<file path="src/design/assert_macros.svh">
// ----------------------------------------------------------------------------
// Assertion macros
// Concurrent assertion wrappers shared by the grid map kernel splat design.
// ----------------------------------------------------------------------------
`ifndef ASSERT_MACROS_SVH
`define ASSERT_MACROS_SVH

// Checked on every rising edge, held off while reset is asserted.
`define GMKS_ASSERT(lbl, c, r, prop, msg) \
  lbl: assert property (@(posedge c) disable iff (!r) prop) else $error(msg);

// Checked on every rising edge, reset included.
`define GMKS_ASSERT_ALWAYS(lbl, c, prop, msg) \
  lbl: assert property (@(posedge c) prop) else $error(msg);

`endif

</file>
<file path="src/design/gmks_pkg.sv">
// ----------------------------------------------------------------------------
// gmks_pkg
// Shared types, codes and the kernel table builder for the splat core.
// ----------------------------------------------------------------------------
`default_nettype none

package gmks_pkg;

  localparam int COORD_W    = 8;
  localparam int VAL_W      = 7;
  localparam int BND_W      = 9;
  localparam int CFG_IDX_W  = 8;
  localparam int CFG_DATA_W = 9;

  localparam logic [CFG_IDX_W-1:0] REG_GRID_COLS = 8'd0;
  localparam logic [CFG_IDX_W-1:0] REG_GRID_ROWS = 8'd1;

  localparam logic OP_MARK = 1'b0;
  localparam logic OP_READ = 1'b1;

  localparam logic [VAL_W-1:0] CELL_FULL = 7'd100;

  localparam int Q_DEPTH = 2;
  localparam int Q_PW    = $clog2(Q_DEPTH);

  // Kernel table covers |dx|,|dy| up to 15.
  localparam int KT_SIDE = 16;
  localparam int KT_W    = KT_SIDE * KT_SIDE * VAL_W;

  typedef struct packed {
    logic                 op;
    logic                 oor;
    logic [COORD_W-1:0]   cx;
    logic [COORD_W-1:0]   cy;
    logic [BND_W-1:0]     x_lo;
    logic [BND_W-1:0]     x_hi;
    logic [BND_W-1:0]     y_lo;
    logic [BND_W-1:0]     y_hi;
  } cmd_t;

  typedef struct packed {
    logic full;
    logic empty;
  } q_stat_t;

  // Largest v in 0..100 with 10000*(ax^2+ay^2) <= ((100-v)*radius)^2.
  function automatic logic [KT_W-1:0] kernel_table(input int radius);
    logic [KT_W-1:0] tab;
    longint          lhs;
    longint          t;
    int              k;
    tab = '0;
    for (int ay = 0; ay < KT_SIDE; ay++) begin
      for (int ax = 0; ax < KT_SIDE; ax++) begin
        lhs = 64'(10000 * (ax * ax + ay * ay));
        k   = 0;
        for (int v = 0; v <= 100; v++) begin
          t = 64'((100 - v) * radius);
          if (lhs <= t * t) begin
            k = v;
          end
        end
        tab[(ay * KT_SIDE + ax) * VAL_W +: VAL_W] = VAL_W'(k);
      end
    end
    return tab;
  endfunction

endpackage

`default_nettype wire

</file>
<file path="src/design/gmks_channels.sv">
// ----------------------------------------------------------------------------
// gmks channels
// Valid/ready channel interfaces for items, results and register writes.
// ----------------------------------------------------------------------------
`default_nettype none

interface gmks_in_if;
  logic                         valid;
  logic                         ready;
  logic                         opcode;
  logic [gmks_pkg::COORD_W-1:0] cell_x;
  logic [gmks_pkg::COORD_W-1:0] cell_y;

  modport source (output valid, output opcode, output cell_x, output cell_y, input ready);
  modport sink   (input valid, input opcode, input cell_x, input cell_y, output ready);
endinterface


interface gmks_cfg_if;
  logic                            valid;
  logic                            ready;
  logic [gmks_pkg::CFG_IDX_W-1:0]  index;
  logic [gmks_pkg::CFG_DATA_W-1:0] data;

  modport source (output valid, output index, output data, input ready);
  modport sink   (input valid, input index, input data, output ready);
endinterface

`default_nettype wire

</file>
<file path="src/design/gmks_front.sv">
// ----------------------------------------------------------------------------
// gmks_front
// Map size registers; range check and clipped kernel bounds per item.
// ----------------------------------------------------------------------------
`default_nettype none

module gmks_front #(
  parameter int MAX_WIDTH    = 256,
  parameter int MAX_HEIGHT   = 256,
  parameter int SPLAT_RADIUS = 5
) (
  input  wire logic           clk,
  input  wire logic           rst_n,
  gmks_in_if.sink             in_chan,
  gmks_cfg_if.sink            cfg_chan,
  input  wire logic           clearing,
  input  wire gmks_pkg::q_stat_t q_stat,
  output logic                push,
  output gmks_pkg::cmd_t      push_cmd
);

  localparam int BW = gmks_pkg::BND_W;
  localparam logic [BW-1:0] W_RST  = (MAX_WIDTH < 256) ? BW'(MAX_WIDTH) : 9'd256;
  localparam logic [BW-1:0] H_RST  = (MAX_HEIGHT < 256) ? BW'(MAX_HEIGHT) : 9'd256;
  localparam logic [BW-1:0] RAD    = BW'(SPLAT_RADIUS);

  logic [BW-1:0] map_w_r;
  logic [BW-1:0] map_h_r;
  logic [BW-1:0] xe;
  logic [BW-1:0] ye;
  logic [BW-1:0] x_top;
  logic [BW-1:0] y_top;

  function automatic logic [BW-1:0] clamp_size(input logic [BW-1:0] v, input int max);
    if (v == '0) begin
      return BW'(1);
    end
    if (int'(v) > max) begin
      return BW'(max);
    end
    return v;
  endfunction

  always_ff @(posedge clk) begin
    if (!rst_n) begin
      map_w_r <= W_RST;
      map_h_r <= H_RST;
    end else if (cfg_chan.valid && cfg_chan.ready) begin
      unique case (cfg_chan.index)
        gmks_pkg::REG_GRID_COLS: map_w_r <= clamp_size(cfg_chan.data, MAX_WIDTH);
        gmks_pkg::REG_GRID_ROWS: map_h_r <= clamp_size(cfg_chan.data, MAX_HEIGHT);
        default: ;
      endcase
    end
  end

  assign cfg_chan.ready = 1'b1;
  assign in_chan.ready  = !clearing && !q_stat.full;
  assign push           = in_chan.valid && in_chan.ready;

  assign xe    = {1'b0, in_chan.cell_x};
  assign ye    = {1'b0, in_chan.cell_y};
  assign x_top = xe + RAD;
  assign y_top = ye + RAD;

  always_comb begin
    push_cmd.op   = in_chan.opcode;
    push_cmd.oor  = (xe >= map_w_r) || (ye >= map_h_r);
    push_cmd.cx   = in_chan.cell_x;
    push_cmd.cy   = in_chan.cell_y;
    push_cmd.x_lo = (xe > RAD) ? (xe - RAD) : '0;
    push_cmd.y_lo = (ye > RAD) ? (ye - RAD) : '0;
    push_cmd.x_hi = (x_top < map_w_r) ? x_top : (map_w_r - BW'(1));
    push_cmd.y_hi = (y_top < map_h_r) ? y_top : (map_h_r - BW'(1));
  end

endmodule

`default_nettype wire

</file>
<file path="src/flat_wrapper.sv">
// flat-port wrapper written by rule: the top's interface ports become plain ports
module gmks_front_flat 
#(
  parameter int MAX_WIDTH    = 256,
  parameter int MAX_HEIGHT   = 256,
  parameter int SPLAT_RADIUS = 5
)
  (clk, rst_n, clearing, q_stat, push, push_cmd, in_chan_valid, in_chan_opcode, in_chan_cell_x, in_chan_cell_y, in_chan_ready, cfg_chan_valid, cfg_chan_index, cfg_chan_data, cfg_chan_ready);
  gmks_in_if in_chan_i ();
  gmks_cfg_if cfg_chan_i ();
  input  wire logic clk;
  input  wire logic rst_n;
  input  wire logic clearing;
  input  wire gmks_pkg::q_stat_t q_stat;
  output logic push;
  output gmks_pkg::cmd_t push_cmd;
  input wire logic [$bits(in_chan_i.valid)-1:0] in_chan_valid;
  input wire logic [$bits(in_chan_i.opcode)-1:0] in_chan_opcode;
  input wire logic [$bits(in_chan_i.cell_x)-1:0] in_chan_cell_x;
  input wire logic [$bits(in_chan_i.cell_y)-1:0] in_chan_cell_y;
  output wire logic [$bits(in_chan_i.ready)-1:0] in_chan_ready;
  input wire logic [$bits(cfg_chan_i.valid)-1:0] cfg_chan_valid;
  input wire logic [$bits(cfg_chan_i.index)-1:0] cfg_chan_index;
  input wire logic [$bits(cfg_chan_i.data)-1:0] cfg_chan_data;
  output wire logic [$bits(cfg_chan_i.ready)-1:0] cfg_chan_ready;
  assign in_chan_i.valid = in_chan_valid;
  assign in_chan_i.opcode = in_chan_opcode;
  assign in_chan_i.cell_x = in_chan_cell_x;
  assign in_chan_i.cell_y = in_chan_cell_y;
  assign in_chan_ready = in_chan_i.ready;
  assign cfg_chan_i.valid = cfg_chan_valid;
  assign cfg_chan_i.index = cfg_chan_index;
  assign cfg_chan_i.data = cfg_chan_data;
  assign cfg_chan_ready = cfg_chan_i.ready;
  gmks_front #(.MAX_WIDTH(MAX_WIDTH), .MAX_HEIGHT(MAX_HEIGHT), .SPLAT_RADIUS(SPLAT_RADIUS)) u_core (.clk(clk), .rst_n(rst_n), .in_chan(in_chan_i), .cfg_chan(cfg_chan_i), .clearing(clearing), .q_stat(q_stat), .push(push), .push_cmd(push_cmd));
endmodule
</file>
<file path="config.mk">
export PLATFORM = sky130hd
export DESIGN_NAME = gmks_front_flat
export DESIGN_NICKNAME = d
export VERILOG_FILES = /design/src/design/assert_macros.svh /design/src/design/gmks_pkg.sv /design/src/design/gmks_channels.sv /design/src/design/gmks_front.sv /design/src/flat_wrapper.sv
export SDC_FILE = /design/constraint.sdc
export NUM_CORES = 1
export LEC_CHECK = 0
export BUFFER_PORTS_ARGS = -buffer_cell sky130_fd_sc_hd__clkbuf_2
export CAP_MARGIN = 15
export CORE_ASPECT_RATIO = 1.25
export CORE_MARGIN = 10
export CORE_UTILIZATION = 55
export DETAILED_ROUTE_END_ITERATION = 8
export PLACE_DENSITY = 0.94
export SLEW_MARGIN = 15
export SYNTH_ARGS = -nofsm -noshare
export SYNTH_HDL_FRONTEND = slang
export SYNTH_SLANG_ARGS = --single-unit
</file>
<file path="constraint.sdc">
create_clock -name clk -period 3.55 [get_ports clk]
set_input_delay 0.1775 -clock clk [delete_from_list [all_inputs] [get_ports clk]]
set_output_delay 0.1775 -clock clk [all_outputs]
set_load 0.05 [all_outputs]
</file>
==> run metrics, run 1 <==
met2 usage 0.308; synth top area cells ha_1 (19%), dfxtp_1 (13%), xnor2_1 (7.1%); Avg Inst Size Synth 7.82 µm²; yosys warns 0; CTS Root Buffer Type clkbuf_8; mapped cell area 2710 µm²; Sw Share 0.464; Syn Inst Count 347; Slew Limit Fails 0; Clk pwr share 0.212; grt peak-use layer met2; PortBufs 93; PostCTS Resize Cnt 0; synth unique cells 45; Initial DRT Pass Iterations 5; H-tree depth 1; die area 8160 µm²; Psw 360 µW; core area 4760 µm²; relative slew slack 0.543; dpl hpwl 6220 µm; pwr dens 248 nW/µm²; Hold WS 0.203 ns; Fin Setup TNS 0 ns; Slew @ Worst Pin 0.684 ns; hold_buf cts 0; RSZ-0062 raised after global routing no; total routed wirelength 7410 µm; vias in the first global route 2767; Nets 497; Leak 0.00148 µW; ant diodes 0; combinational power share 0.528; commonest non-fill, non-tap cell in the layout clkbuf_2; clk_skew 0 ns; internal power 416 µW; share of cells above drive strength 1 0.281; largest net degree at the start of global routing 19; crit-path max FO 10; Tmin final 3.05 ns; vias 2725; commonest cells after routing, fill and taps aside clkbuf_2 (93), ha_1 (42), nand2_1 (29); Post-synth EDFFs 0; fill cell count 412; area growth from synthesis to layout 15.2%; Peak supply drop 0.000212 V; clock buffer depth 2; final antenna-violating net count 0; Iteration-0 DRC Markers 117; Total GRT Usage 0.170; IO Count 98; initial antenna violation count 0; ys async rst share 0; Tightest Hold Check Type in -> reg; Seq/Total Area, Yosys 0.133; CP Cell Sequence clkbuf_2 > a21oi_1 > xnor2_1 > ha_1 > a21o_1 > a21oi_1 > a21oi_1 > a211oi_2 > buf_4 > mux2_2 > clkbuf_2; Initial Utilization 0.570; leading area contributor after synthesis ha_1; Maximum Capacitance Violations 0; clk_lat worst skew 0.25 ns; period utilization 0.861; Row Count 28; first-pass GRT wire length 12500 µm; Pwr Total 777 µW; routed vias/inst 5.76; Arr. time, crit path 2.88 ns; wire per inst 15.7 µm; slowest CP cell a211oi_2; share of power burned in registers 0.260; Synth top area share 0.194; Final Hold Fails 0; total CTS buffers 3; met1 global-route usage 0.178; met3 GRT Util 0.0511; grt ovf 0; Crit path top cell by count a21oi_1; critical path endpoint category output pin; syn_nets 430; outcome finished, final reports clean; Req. time, crit path 3.37 ns; Worst Setup Start Kind primary input; CP Class in -> out; placer's final routability congestion estimate 0.923; DIE HEIGHT 98.5 µm; CTS sink cnt 18; Synth Register Bits 18; prevailing post-synth register cell dfxtp_1; clock slew at reported path FFs 0.07 ns; die extent in x 82.8 µm; Post-CTS Setup Repair Bufs 0; achievable frequency 327 MHz; final setup vio count 0; CTS tree yes; Residual DRC 0; Critical Path Max Stage Delay 0.42 ns
[power by group through the flow]
stage / combinational (µW) / sequential [µW] / clock, µW
finish: 410 / 202 / 164
global route: 438 / 202 / 175
CTS: 410 / 202 / 166
detailed placement: 409 / 207 / 0
global placement: 396 / 207 / 0
floorplan: 317 / 207 / 0
[layer usage]
metal / part of all wire / vias to the layer above
li1: - / 1339
met1: 0.39 / 1249
met2: 0.51 / 119
met3: 0.081 / 18
met4: 0.023 / 0
met5: 0 / -
[Yosys cell counts, drive strengths merged, types with 8 or more instances]
| library cell | count |
|---|---|
| a21boi | 16 |
| clkbuf | 13 |
| xor2 | 9 |
| inv | 27 |
| nand4 | 8 |
| mux2 | 14 |
| ha | 42 |
| nor2 | 27 |
| dfxtp | 18 |
| buf | 19 |
| a21oi | 17 |
| xnor2 | 22 |
| nand2 | 30 |
[sequential cells by signal, indices dropped and copies added, names as in the netlist]
signal          cells
u_core.map_h_r      9
u_core.map_w_r      9
[through the flow]
step / area (µm²) / utilization / std cells / setup WS, ns
final: 3130 / 0.656 / 473 / 0.495
after global routing: 3130 / 0.656 / 473 / 0.380
after CTS: 3130 / 0.656 / 473 / 0.547
after detailed placement: 3070 / 0.644 / 469 / 0.579
after global placement: 3070 / 0.644 / 469 / 0.599
after floorplan: 2710 / - / 347 / 0.547
[worst paths after layout]
kind,slack (ns),startpoint,end,cells after the start
worst max-delay path,0.50,in_chan_cell_y[0],push_cmd[2],11
worst min-delay path,0.20,cfg_chan_data[1],u_core.map_w_r[1],3
worst max register to register,2.80,u_core.map_w_r[6],u_core.map_w_r[6],2
worst min register to register,0.47,u_core.map_h_r[7],u_core.map_h_r[7],2
[critical path: cells and delay by family]
kind / cells / cell delay, ns
AOI/OAI and AO/OA: 5 / 1.26
buffers and inverters: 3 / 0.64
muxes: 1 / 0.33
adders and majority gates: 1 / 0.28
xor gates and xnor gates: 1 / 0.19
[layout make-up]
cell class | count | area, µm² | share of cell area
inverters | 27 | 101 | 0.0324
clock buffers | 4 | 55.1 | 0.0176
multi-input cells | 270 | 2060 | 0.659
flip-flops and latches | 18 | 360 | 0.115
well taps | 60 | 75.1 | 0.0240
repair buffers | 94 | 473 | 0.151
[kinds of logic (layout without fill, tap and decap cells)]
group / after synthesis / count (layout) / synth area share
flops: 18 / 18 / 0.133
buf+inv: 59 / 125 / 0.108
fa+ha+maj: 42 / 42 / 0.194
simple gates: 114 / 114 / 0.227
compound gates: 62 / 62 / 0.157
other cells: 1 / 1 / 0.00138
xor+xnor: 31 / 31 / 0.100
mux: 20 / 20 / 0.0802
Note: power is estimated with default switching activity, not from simulation.
==> run 2, diff against run 1 <==
- CORE_UTILIZATION: 55 -> 35
- CTS_CLUSTER_DIAMETER: not set -> 100
- PLACE_DENSITY: 0.94 -> 0.67
==> run 2 against run 1 <==
Against the previous run:
- first-iteration DRC count down 32%
- critical endpoint is now push_cmd[7]
- cell count increased by 6.8%
- largest cell class unchanged
- fmax up 6.9%
- register-to-register slack better by 0.04 ns
- critical path depth unchanged
==> run metrics, run 2 (synthesis gave the netlist of run 1 again) <==
largest net degree at the start of global routing 19; total routed wirelength 7150 µm; commonest cells after routing, fill and taps aside clkbuf_2 (93), ha_1 (42), nand2_1 (29); Residual DRC 0; clock buffer depth 2; initial antenna violation count 0; critical path endpoint category output pin; Nets 497; Register Area 360 µm²; die area 11700 µm²; outcome finished, final reports clean; achievable frequency 350 MHz; Req. time, crit path 3.37 ns; Row Count 35; CTS sink cnt 18; Tightest Hold Check Type in -> reg; hold_buf cts 0; DP Area 3110 µm²; period utilization 0.805; dpl hpwl 6100 µm; Tmin final 2.86 ns; IO Count 98; Fin Setup TNS 0 ns; Cells after DPL 501; grt ovf 0; Post-CTS Setup Repair Bufs 0; die extent in x 98.8 µm; CTS Root Buffer Type clkbuf_8; WP depth 11; RSZ-0062 raised after global routing no; Slew @ Worst Pin 0.668 ns; area of the multi-input gates 2060 µm²; pwr dens 245 nW/µm²; clock slew at reported path FFs 0.07 ns; Leak 0.00148 µW; CP Cell Sequence clkbuf_2 > a21oi_1 > xnor2_1 > ha_1 > a21o_1 > a21oi_1 > a21oi_1 > a211oi_2 > buf_4 > mux2_2 > clkbuf_2; clk_lat worst skew 0.25 ns; Buf/Inv on CP 3; Initial Utilization 0.365; commonest non-fill, non-tap cell in the layout clkbuf_2; Maximum Capacitance Violations 0; Peak supply drop 0.000174 V; final worst slack 0.693 ns; ant diodes 0; PortBufs 93; total CTS buffers 3; Iteration-0 DRC Markers 79; Final Hold Fails 0; fill cell count 791; first-pass GRT wire length 12000 µm; Worst Setup Start Kind primary input; wire per inst 14.2 µm; H-tree depth 1; design area 3170 µm²; slowest CP cell mux2_2; share of cells above drive strength 1 0.281; Slew Limit Fails 0; Total GRT Usage 0.116; final setup vio count 0; Place WS 0.705 ns; clk_skew 0 ns; vias 2613; crit-path max FO 10; CTS tree yes; Final Non-Filler Cells 505; Initial DRT Pass Iterations 4; Critical Path Max Stage Delay 0.37 ns; Crit path top cell by count a21oi_1; PostCTS Resize Cnt 0; DIE HEIGHT 118 µm; vias in the first global route 2595; relative slew slack 0.554; placer's final routability congestion estimate 0.810; core area 7440 µm²; Largest regs u_core.map_h_r (9), u_core.map_w_r (9); area growth from synthesis to layout 16.6%; routed vias/inst 5.17; Worst path top cell family by delay compound AO/OA/AOI/OAI gates; Arr. time, crit path 2.68 ns; Worst R2R Path Depth 2; CP Class in -> out; hold path cells 3; final antenna-violating net count 0
==> run 2: worst min-delay path, cell delays in order <==
cell	delay [ns]
clkbuf_2	0.10
nand3b_1	0.08
a21boi_1	0.06
==> run 2: routing by layer <==
layer / track usage / share of wire
met5: 0 / 0
met4: 0.0314 / 0.015
met3: 0.0326 / 0.069
met2: 0.198 / 0.48
met1: 0.136 / 0.44
==> run 2: layout make-up <==
cell class                 count  share of cell area
multi-input combinational    270               0.651
timing repair buffer          94               0.149
sequential                    18               0.114
tap                           92              0.0364
inverter                      27              0.0320
clock buffer                   4              0.0174
==> run 2: power breakdown <==
part	total [µW]	switching, µW	internal (µW)
Combinational	406	291	115
Sequential	202	0.155	202
Clock	167	68.2	98.6
==> run 2: path summary, 6_finish.rpt <==
kind | slack [ns] | from | end
setup / recovery | 0.69 | in_chan_cell_y[0] | push_cmd[7]
hold / removal | 0.21 | cfg_chan_data[1] | u_core.map_w_r[1]
hold reg to reg | 0.46 | u_core.map_h_r[7] | u_core.map_h_r[7]
setup reg to reg | 2.84 | u_core.map_w_r[0] | u_core.map_w_r[0]
==> run 2: stage by stage <==
step / hold WS, ns / utilization / total power [µW]
6_report: 0.215 / 0.425 / 775
5_1_grt: 0.227 / 0.425 / 817
4_1_cts: 0.212 / 0.425 / 782
3_3_place_gp: 0.355 / 0.418 / 610
3_5_place_dp: 0.355 / 0.418 / 616
2_1_floorplan: 0.331 / - / 524
