### config.mk
export PLATFORM = sky130hd
export DESIGN_NAME = gmks_queue
export DESIGN_NICKNAME = d
export VERILOG_FILES = /design/src/design/assert_macros.svh /design/src/design/gmks_pkg.sv /design/src/design/gmks_queue.sv
export SDC_FILE = /design/constraint.sdc
export NUM_CORES = 1
export LEC_CHECK = 0
export ABC_AREA = 0
export BUFFER_PORTS_ARGS = -buffer_cell sky130_fd_sc_hd__buf_2
export CORE_UTILIZATION = 55
export DETAILED_ROUTE_END_ITERATION = 8
export PLACE_DENSITY = 0.83
export SYNTH_ARGS = -nofsm -noshare
export SYNTH_HDL_FRONTEND = slang
export SYNTH_SLANG_ARGS = --single-unit
export TNS_END_PERCENT = 5
### constraint.sdc
create_clock -name clk -period 10.1 [get_ports clk]
set_input_delay 2.02 -clock clk [delete_from_list [all_inputs] [get_ports clk]]
set_output_delay 2.02 -clock clk [all_outputs]
set_load 0.03 [all_outputs]
### src/design/assert_macros.svh
// ----------------------------------------------------------------------------
// Assertion macros
// Concurrent assertion wrappers shared by the grid map kernel splat design.
// ----------------------------------------------------------------------------
`ifndef ASSERT_MACROS_SVH
`define ASSERT_MACROS_SVH

// Checked on every rising edge, held off while reset is asserted.
`define GMKS_ASSERT(lbl, c, r, prop, msg) \
  lbl: assert property (@(posedge c) disable iff (!r) prop) else $error(msg);

// Checked on every rising edge, reset included.
`define GMKS_ASSERT_ALWAYS(lbl, c, prop, msg) \
  lbl: assert property (@(posedge c) prop) else $error(msg);

`endif

### src/design/gmks_pkg.sv
// ----------------------------------------------------------------------------
// gmks_pkg
// Shared types, codes and the kernel table builder for the splat core.
// ----------------------------------------------------------------------------
`default_nettype none

package gmks_pkg;

  localparam int COORD_W    = 8;
  localparam int VAL_W      = 7;
  localparam int BND_W      = 9;
  localparam int CFG_IDX_W  = 8;
  localparam int CFG_DATA_W = 9;

  localparam logic [CFG_IDX_W-1:0] REG_GRID_COLS = 8'd0;
  localparam logic [CFG_IDX_W-1:0] REG_GRID_ROWS = 8'd1;

  localparam logic OP_MARK = 1'b0;
  localparam logic OP_READ = 1'b1;

  localparam logic [VAL_W-1:0] CELL_FULL = 7'd100;

  localparam int Q_DEPTH = 2;
  localparam int Q_PW    = $clog2(Q_DEPTH);

  // Kernel table covers |dx|,|dy| up to 15.
  localparam int KT_SIDE = 16;
  localparam int KT_W    = KT_SIDE * KT_SIDE * VAL_W;

  typedef struct packed {
    logic                 op;
    logic                 oor;
    logic [COORD_W-1:0]   cx;
    logic [COORD_W-1:0]   cy;
    logic [BND_W-1:0]     x_lo;
    logic [BND_W-1:0]     x_hi;
    logic [BND_W-1:0]     y_lo;
    logic [BND_W-1:0]     y_hi;
  } cmd_t;

  typedef struct packed {
    logic full;
    logic empty;
  } q_stat_t;

  // Largest v in 0..100 with 10000*(ax^2+ay^2) <= ((100-v)*radius)^2.
  function automatic logic [KT_W-1:0] kernel_table(input int radius);
    logic [KT_W-1:0] tab;
    longint          lhs;
    longint          t;
    int              k;
    tab = '0;
    for (int ay = 0; ay < KT_SIDE; ay++) begin
      for (int ax = 0; ax < KT_SIDE; ax++) begin
        lhs = 64'(10000 * (ax * ax + ay * ay));
        k   = 0;
        for (int v = 0; v <= 100; v++) begin
          t = 64'((100 - v) * radius);
          if (lhs <= t * t) begin
            k = v;
          end
        end
        tab[(ay * KT_SIDE + ax) * VAL_W +: VAL_W] = VAL_W'(k);
      end
    end
    return tab;
  endfunction

endpackage

`default_nettype wire

### src/design/gmks_queue.sv
// ----------------------------------------------------------------------------
// gmks_queue
// Short command FIFO between the classifier front and the grid back end.
// ----------------------------------------------------------------------------
`default_nettype none

module gmks_queue (
  input  wire logic               clk,
  input  wire logic               rst_n,
  input  wire logic               push,
  input  wire gmks_pkg::cmd_t     push_cmd,
  input  wire logic               pop,
  output gmks_pkg::cmd_t          head,
  output gmks_pkg::q_stat_t       stat
);

  localparam int PW = gmks_pkg::Q_PW;
  localparam int CW = gmks_pkg::Q_PW + 1;

  gmks_pkg::cmd_t   slot_r [gmks_pkg::Q_DEPTH];
  logic [PW-1:0]    wr_ptr_r;
  logic [PW-1:0]    rd_ptr_r;
  logic [CW-1:0]    cnt_r;

  always_ff @(posedge clk) begin
    if (!rst_n) begin
      wr_ptr_r <= '0;
      rd_ptr_r <= '0;
      cnt_r    <= '0;
    end else begin
      if (push) begin
        wr_ptr_r <= wr_ptr_r + PW'(1);
      end
      if (pop) begin
        rd_ptr_r <= rd_ptr_r + PW'(1);
      end
      if (push && !pop) begin
        cnt_r <= cnt_r + CW'(1);
      end else if (pop && !push) begin
        cnt_r <= cnt_r - CW'(1);
      end
    end
  end

  always_ff @(posedge clk) begin
    if (push) begin
      slot_r[wr_ptr_r] <= push_cmd;
    end
  end

  assign head       = slot_r[rd_ptr_r];
  assign stat.full  = (cnt_r == CW'(gmks_pkg::Q_DEPTH));
  assign stat.empty = (cnt_r == '0);

endmodule

`default_nettype wire

==> metrics.txt, run 1 <==
DR WL met3=437 µm; Die ar.=around 7900 µm²; Setup TNS=0 ns; DP Wirelength=between 4000 and 5000 µm; combinational share of power=11.3%; H-tree levels=4; number of global-route vias before repair=roughly 2.1k; share of the synthesized area in the top cell type=78.5%; synthesized area per cell=between 20 and 25 µm²; total CTS buffers=17; CTS Sinks=113; cell-internal power=0.941 mW; Setup WS pre-CTS=6.49 ns; via count=2145; MaxCap Viol Count=0; CP Capture Type=output pin; nets=about 380; Startpoint Class=flop; post-route clock period utilization=between 30% and 40%; gr usage total=17.4%; fin. max-slew vios=0; min Tclk post-route=around 4.0 ns; WP data required=slightly above 8 ns; Final ANT Viol Nets=0; DRC Markers=0; met2 wire length=approximately 3400 µm; DRT Wirelength=roughly 6500 µm; Detailed Routing Iterations Pass 1=4; GPL Wtd Cong=between 0.6 and 0.7; uppermost routed layer=met4; I/O pin total=about 110; Core Footprint=about 7300 µm²; Clk Latency, worst-skew pair=about 0.49 ns; Row Count=31; Initial Util=about 57%; first-pass GRT wire length=about 9500 µm; die width=between 80 and 90 µm; Yosys reg bits=around 110; Worst Path Arrival=about 2 ns; syn nets=249; area growth from synthesis to layout=29.5%; switching share of power=23.6%; ranking of synthesized cells by area=edfxtp_1 (78%), mux2_2 (15%), dfxtp_1 (2.4%); switching power=0.291 mW; share of post-route cells with drive strength above 1=61.4%; final setup violation count=0; leading area contributor after synthesis=edfxtp_1; worst slew pin tran=0.680 ns; DRT iter0 DRCs=about 110; Peak VDD IR=~0.18 mV; pin count of the biggest net entering global routing=between 50 and 60; PD cells=about 230 nW/µm²; R2R cell count=2; n_diodes=0; Seq pwr share=44.5%; clock slew at reported path FFs=roughly 0.050 ns; Seq/Total Area, Yosys=around four fifths; TritonCTS clock tree=yes; worst hold slack=just over 0.5 ns; Leakage=approximately 2.0 nW; Resized cells post-CTS=0; relative slew slack=54.7%; clock network power share=~44%; WS Path Type=reg2out; unrepaired setup endpoints after global routing=false; clk root buf=clkbuf_8; Post-CTS Hold Fix Bufs=0; # fillers=around 480; post-synthesis cell count=190; Netlist cell types=17; Post-Synthesis Cell Area=approximately 4100 µm²; Port Buffers=approximately 110; Hold Path Class=reg2reg; status=finished, final reports clean; Critical Path Fanout Max=54; Syn. warnings=0; GRT overflow=0; Die Ht=88.7 µm; CTS Buffer Depth=2; M1 WL=between 2000 and 3000 µm; initial antenna violation count=0; worst setup margin=between 6 and 7 ns; Max Fclk=around 250 MHz; final count of hold timing violations=0; clock skew=approximately 0.0053 ns; Setup Fix Bufs, Post-CTS=0; hold path depth=2; drt via density=4.98; Routed WL per cell=15.1 µm
## cell usage after synthesis
master / number
and2b_2: 1
dfxtp_1: 5
nor2_1: 1
a21boi_1: 1
o21a_1: 1
inv_1: 1
buf_2: 1
mux2_2: 54
xnor2_1: 1
ha_1: 1
and2_1: 4
nor2b_1: 2
edfxtp_1: 108
or3_1: 1
o21ai_0: 1
xor2_1: 2
buf_6: 5
## cells in the final DEF (no fill, tap or decap), types with 2 or more instances in the layout
cell type   synthesis  layout
and2_1              4       3
dfxtp_1             5       4
clkbuf_16           0      16
edfxtp_1          108     108
clkinv_4            0       3
buf_2               1     113
xor2_1              2       2
buf_4               0       3
clkinv_2            0       4
clkinvlp_4          0       3
mux2_2             54      54
bufinv_16           0       2
## stage by stage
step	utilization, %	cells	power (mW)	cell area (µm²)
floorplan	-	190	0.658	4130
global placement	66.1	399	0.695	4790
detailed placement	66.1	399	0.698	4790
CTS	73.8	431	1.25	5350
global route	73.8	431	1.28	5350
finish	73.8	431	1.23	5350
## path summary, 6_finish.rpt
kind	slack (ns)	endpoint	start
worst max-delay path	6.10	head[19]	flop
worst min-delay path	0.51	cnt_r[1]	cnt_r[1]
worst max register to register	8.30	slot_r[1][19]	wr_ptr_r
worst min register to register	0.51	cnt_r[1]	cnt_r[1]
## worst max-delay path, stage by stage, from the launching register on
cell and delay, ns:
dfxtp_2 0.31, buf_4 0.55, mux2_2 0.44, buf_2 0.19
## sequential cells by signal (all words and copies together) (netlist names), named ones only
register / count
slot_r: 108
wr_ptr_r: 1
rd_ptr_r: 1
cnt_r: 2
## layer usage
layer	GRT usage [%]	vias up
met5	0	-
met4	6.60	0
met3	9.24	4
met2	29.4	84
met1	18.5	1052
li1	-	1005
## cell families (layout without fill, tap and decap cells)
logic type | after synthesis | in the layout | synth area share [%]
flops | 113 | 113 | 80.9
mux | 54 | 54 | 14.7
simple gates | 9 | 9 | 1.36
buf+inv | 7 | 149 | 1.57
compound gates | 3 | 3 | 0.485
xor+xnor | 3 | 3 | 0.636
fa+ha+maj | 1 | 1 | 0.303
## power by group through the flow
stage	combinational, mW	clock (mW)	sequential, mW
detailed placement	0.141	0	0.558
floorplan	0.101	0	0.556
global route	0.149	0.579	0.550
finish	0.139	0.545	0.548
CTS	0.141	0.556	0.548
global placement	0.139	0	0.556
## area by class of cell
type                       instances  area, µm²  share of cell area [%]
multi-input combinational         70        732                    13.7
sequential                       113       3340                    62.5
timing repair buffer             116        588                    11.0
clock buffer                      18        418                    7.81
clock inverter                    14        141                    2.64
inverter                           1       3.75                  0.0701
tap                               99        124                    2.31
Power figures use the tool's default switching activity.
==> inputs of run 2 (changes only) <==
--- a/config.mk
+++ b/config.mk
@@ -7,9 +7,9 @@
 export LEC_CHECK = 0
 export ABC_AREA = 0
 export BUFFER_PORTS_ARGS = -buffer_cell sky130_fd_sc_hd__buf_2
-export CORE_UTILIZATION = 55
+export CORE_UTILIZATION = 46
 export DETAILED_ROUTE_END_ITERATION = 8
-export PLACE_DENSITY = 0.83
+export PLACE_DENSITY = 0.74
 export SYNTH_ARGS = -nofsm -noshare
 export SYNTH_HDL_FRONTEND = slang
 export SYNTH_SLANG_ARGS = --single-unit
==> constraint.sdc (replaced) <==
create_clock -name clk -period 3.21 [get_ports clk]
set_input_delay 0.642 -clock clk [delete_from_list [all_inputs] [get_ports clk]]
set_output_delay 0.642 -clock clk [all_outputs]
set_load 0.03 [all_outputs]
==> metrics.txt, run 2 (synthesis results as in run 1) <==
Port Buffers=113; gr usage total=around 16%; worst slew pin tran=around 0.55 ns; cell-internal power=between 3 and 4 mW; unrepaired setup endpoints after global routing=false; Row Count=34; Seq pwr share=roughly 43%; min Tclk post-route=2.51 ns; CTS Sinks=113; via count=2166; post-route clock period utilization=between 70% and 80%; share of post-route cells with drive strength above 1=61.0%; CP bufs+invs=2; Peak VDD IR=approximately 0.47 mV; Largest Register=slot_r; hold path depth=1; R2R cell count=2; PD cells=about 740 nW/µm²; min-delay src=push_cmd[13]; Detailed Routing Iterations Pass 1=4; initial antenna violation count=0; CP Cell Sequence=buf_12, mux2_2, buf_2; Hold EP=slot_r[1][13]; total CTS buffers=17; DRC Markers=0; Setup TNS=0 ns; slowest cell on the critical path=dfxtp_2; fin. max-slew vios=0; commonest non-fill, non-tap cells in the layout=buf_2 (113), edfxtp_1 (108), mux2_2 (54); Leakage=between 2 and 2.5 nW; max reg flops=between 100 and 150; internal reg-to-reg setup slack=roughly 1.7 ns; CTS Buffer Depth=2; TritonCTS clock tree=yes; pin count of the biggest net entering global routing=46; status=finished, final reports clean; Max Fclk=around 400 MHz; Startpoint Class=flop; final setup violation count=0; switching power=approximately 0.91 mW; Routed WL per cell=15.7 µm; r2r endpoint=slot_r[1][43]; die width=96.8 µm; biggest regs=slot_r (108), cnt_r (2); clk root buf=clkbuf_8; DR WL met3=about 370 µm; total power=between 4 and 5 mW; highest cell delay on the worst timing path=between 0.4 and 0.5 ns; WS Path Type=reg2out; n_diodes=0; Clk Latency, worst-skew pair=~0.5 ns; DRT iter0 DRCs=about 110; Worst Path Arrival=1.87 ns; I/O pin total=114; first-pass GRT wire length=between 10000 and 15000 µm; DP Wirelength=approximately 4300 µm; Die ar.=roughly 9400 µm²; DRT Wirelength=6940 µm; uppermost routed layer=met4; Resized cells post-CTS=0; Hold Path Class=in2reg; nets=379; Critical Path Fanout Max=45; CP Capture Type=output pin; relative slew slack=between 60% and 70%; met2 wire length=~3600 µm; final count of hold timing violations=0; drt via density=slightly below 5; switching share of power=between 20% and 30%; clock slew at reported path FFs=0.05 ns; Core Footprint=roughly 8700 µm²; MaxCap Viol Count=0; clock network power share=between 40% and 50%; clock skew=0.00581 ns; crit-path leading delay family=flip-flops; area growth from synthesis to layout=31.3%; GRT overflow=0; Reg-to-Reg Start=wr_ptr_r; # fillers=approximately 670; Initial Util=between 40% and 50%; M1 WL=2900 µm; WP data required=~2.6 ns; H-tree levels=4; combinational share of power=11.0%; Setup Fix Bufs, Post-CTS=0; most common cell after layout, fill and taps aside=buf_2; number of global-route vias before repair=between 2k and 2.5k; GPL Wtd Cong=between 0.6 and 0.7; Final ANT Viol Nets=0; Die Ht=96.8 µm; Post-CTS Hold Fix Bufs=0
[run 2: cell types whose count changed in the layout (fill, tap and decap cells not counted)]
cell / before / now
clkinv_1: 1 / 2
clkinvlp_4: 3 / 2
clkbuf_1: 1 / 2
clkinv_4: 3 / 0
clkinv_2: 4 / 5
inv_6: 1 / 0
buf_12: 0 / 2
buf_4: 3 / 2
bufinv_16: 2 / 4
[run 2: layout make-up]
cell class	count	area (µm²)	area share, %
inverters	1	3.75	0.0692
repair buffers	117	621	11.4
well taps	108	135	2.49
flip-flops and latches	113	3340	61.6
clock buffers	19	422	7.77
multi-input cells	70	732	13.5
clock inverters	13	168	3.09
[run 2: worst max path at each step]
stage                         to  slack (ns)  cells after the start
floorplan           slot_r[0][0]        0.70                      1
global placement        head[43]        1.21                      3
detailed placement      head[43]        1.21                      3
CTS                     head[43]        0.66                      3
global route            head[18]        0.61                      3
finish                  head[18]        0.70                      3
[run 2: per-layer routing]
| layer | up-vias | track usage [%] |
|---|---|---|
| met5 | - | 0 |
| met3 | 13 | 5.49 |
| met2 | 80 | 25.5 |
| met4 | 0 | 8.61 |
| li1 | 1011 | - |
| met1 | 1062 | 18.5 |
[run 2: per-stage QoR]
stage                     instance area (µm²)  utilization [%]  setup slack (ns)  instances  hold WS, ns
after floorplan                          4130                -             0.698        190        0.466
after global placement                   4840             55.5              1.21        409        0.485
after detailed placement                 4840             55.5              1.21        409        0.524
after CTS                                5430             62.2             0.661        441        0.304
after global routing                     5430             62.2             0.608        441        0.297
final                                    5430             62.2             0.698        441        0.326
[run 2: power by group through the flow]
stage,clock [mW],combinational [mW],sequential (mW)
after floorplan,0,0.319,1.75
after global placement,0,0.443,1.75
after detailed placement,0,0.449,1.76
after CTS,1.88,0.452,1.73
after global routing,1.95,0.471,1.74
final,1.85,0.444,1.73
==> inputs of run 3 (changes only) <==
--- a/config.mk
+++ b/config.mk
@@ -5,11 +5,11 @@
 export SDC_FILE = /design/constraint.sdc
 export NUM_CORES = 1
 export LEC_CHECK = 0
-export ABC_AREA = 0
+export ABC_AREA = 1
 export BUFFER_PORTS_ARGS = -buffer_cell sky130_fd_sc_hd__buf_2
-export CORE_UTILIZATION = 46
+export CORE_UTILIZATION = 47
 export DETAILED_ROUTE_END_ITERATION = 8
-export PLACE_DENSITY = 0.74
+export PLACE_DENSITY = 0.75
 export SYNTH_ARGS = -nofsm -noshare
 export SYNTH_HDL_FRONTEND = slang
 export SYNTH_SLANG_ARGS = --single-unit
==> constraint.sdc (replaced) <==
create_clock -name clk -period 2.2 [get_ports clk]
set_input_delay 0.44 -clock clk [delete_from_list [all_inputs] [get_ports clk]]
set_output_delay 0.44 -clock clk [all_outputs]
set_load 0.03 [all_outputs]
==> metrics.txt, run 3 <==
Post-synth top flop=edfxtp_1; final count of hold timing violations=0; Critical Path Fanout Max=26; slowest cell on the critical path=dfxtp_4; DRT Wirelength=around 7200 µm; Final ANT Viol Nets=0; # fillers=~680; min Tclk post-route=2.06 ns; Netlist cell types=14; gr usage total=about 16%; TritonCTS clock tree=yes; failing checks=design-rule violations; WP data required=approximately 1.8 ns; CP Cell Sequence=buf_12, mux2_4, buf_2; Row Count=34; Syn. warnings=0; Post-Synthesis Cell Area=between 4000 and 5000 µm²; Leakage=between 2 and 2.5 nW; Worst Path Arrival=1.62 ns; H-tree levels=4; syn nets=around 260; clk root buf=clkbuf_8; fin. max-slew vios=0; Hold Path Class=in2reg; EDFF count, synth=around 110; Setup TNS=0 ns; status=complete, but fails checks; Detailed Routing Iterations Pass 1=6; clock slew at reported path FFs=~0.050 ns; drt via density=approximately 4.8; CP bufs+invs=2; initial antenna violation count=1; Max Fclk=approximately 490 MHz; cell-internal power=4.21 mW; total CTS buffers=17; number of global-route vias before repair=~2.4k; CTS Buffer Depth=2; Port Buffers=between 100 and 150; Clk Latency, worst-skew pair=just under 0.5 ns; share of post-route cells with drive strength above 1=a little under three fifths; Seq pwr share=a little under half; relative slew slack=65.6%; Initial Util=slightly below 50%; I/O pin total=114; via count=2179; PD cells=about 980 nW/µm²; Async SR Flop Fraction=0%; crit-path leading delay family=buffers and inverters; cell with the most instances after synthesis=edfxtp_1; MaxCap Viol Count=0; worst slew pin tran=slightly above 0.5 ns; Yosys reg bits=about 110; DP Wirelength=between 4000 and 5000 µm; Core Footprint=8850 µm²; most common cell after layout, fill and taps aside=buf_2; Seq/Total Area, Yosys=roughly three quarters; pin count of the biggest net entering global routing=39; switching power=about 1.2 mW; internal reg-to-reg setup slack=around 0.90 ns; GRT overflow=0; DRT iter0 DRCs=64; post-route clock period utilization=between 90% and 100%; WS Path Type=reg2out; post-synthesis cell count=203; highest cell delay on the worst timing path=just under 0.4 ns; leading area contributor after synthesis=edfxtp_1; share of the synthesized area in the top cell type=74.1%; clock network power share=about two fifths; die width=~100 µm; max reg flops=around 110; Startpoint Class=flop; Routed WL per cell=around 16 µm; synthesized area per cell=21.6 µm²; Largest Register=slot_r; DRC Markers=14; combinational share of power=a little under an eighth; Die Ht=between 90 and 100 µm; first-pass GRT wire length=11400 µm; commonest non-fill, non-tap cells in the layout=buf_2 (113), edfxtp_1 (108), mux2_4 (50); ranking of synthesized cells by area=edfxtp_1 (74%), mux2_4 (17%), buf_12 (2.3%); biggest regs=slot_r (108), cnt_r (2); unrepaired setup endpoints after global routing=false; CP Capture Type=output pin; GPL Wtd Cong=0.683; Post-CTS Hold Fix Bufs=0; final core utilization=62.9%; most frequent cells after synthesis=edfxtp_1 (108), mux2_4 (50), nor2_1 (9), inv_1 (8), nand2_1 (8); final setup violation count=0; CTS Sinks=113; area growth from synthesis to layout=27.1%; clock skew=0.00584 ns; nets=between 300 and 400; switching share of power=22.9%; Peak VDD IR=a little over 0.7 mV; Die ar.=~9700 µm²
## run 3: cell types whose count changed after synthesis, sizes merged, moves of 2 or more
cell   change
inv        +7
nor2b      -2
nand2      +8
nor2       +8
xor2       -2
and2       -4
## run 3: cell families after synthesis
kind of cell               synth area share, %
AOI/OAI and AO/OA                        0.228
adders and majority gates                0.286
buffers and inverters                     3.23
DFF                                       76.4
muxes                                     18.2
and+or+nand+nor                           1.71
## run 3: metrics by stage
stage | std cells | worst slack [ns] | instance area (µm²) | power, mW | hold slack (ns)
after floorplan | 203 | 0.229 | 4390 | 3.04 | 0.463
after CTS | 456 | 0.101 | 5560 | 5.52 | 0.107
after detailed placement | 424 | 0.449 | 5050 | 3.22 | 0.496
final | 457 | 0.141 | 5560 | 5.45 | 0.140
after global routing | 456 | 0.0633 | 5560 | 5.65 | 0.108
after global placement | 424 | 0.474 | 5050 | 3.20 | 0.480
## run 3: what timing repair did
item / 4_1_cts / 5_1_grt
endpoints found under the hold margin: 0 / 0
setup buffers: 2 / 0
endpoints found under the setup margin: 41 / 0
resized for setup: 0 / 0
## run 3: metal layers
| layer | share of wire (%) | wire, µm | vias to the layer above | global-route usage, % |
|---|---|---|---|---|
| met5 | 0 | 0 | - | 0 |
| met4 | 0.67 | 48 | 0 | 6.66 |
| met3 | 6.9 | 498 | 5 | 6.31 |
| met2 | 50 | 3620 | 81 | 26.5 |
| met1 | 42 | 3040 | 1043 | 18.8 |
| li1 | - | - | 1050 | - |
## run 3: path summary, 6_finish.rpt
check	startpoint	endpoint	cells after the start
worst max-delay path	flop	head[45]	3
worst min-delay path	push_cmd[25]	slot_r[0][25]	1
worst max register to register	wr_ptr_r	slot_r[0][49]	2
worst min register to register	rd_ptr_r	rd_ptr_r	2
## run 3: layout make-up
| cell class | instances | area (µm²) | share of cell area [%] |
|---|---|---|---|
| sequential | 113 | 3350 | 60.2 |
| tap | 108 | 135 | 2.43 |
| antenna | 1 | 2.50 | 0.0450 |
| multi-input combinational | 76 | 901 | 16.2 |
| clock buffer | 20 | 425 | 7.65 |
| clock inverter | 10 | 71.3 | 1.28 |
| inverter | 8 | 30.0 | 0.540 |
| timing repair buffer | 121 | 651 | 11.7 |
## run 3: power groups by stage
stage          Clock, mW  Sequential (mW)  Combinational [mW]
2_1_floorplan          0             2.56               0.485
3_3_place_gp           0             2.57               0.634
3_5_place_dp           0             2.58               0.647
4_1_cts             2.33             2.53               0.663
5_1_grt             2.42             2.53               0.694
6_report            2.28             2.53               0.652
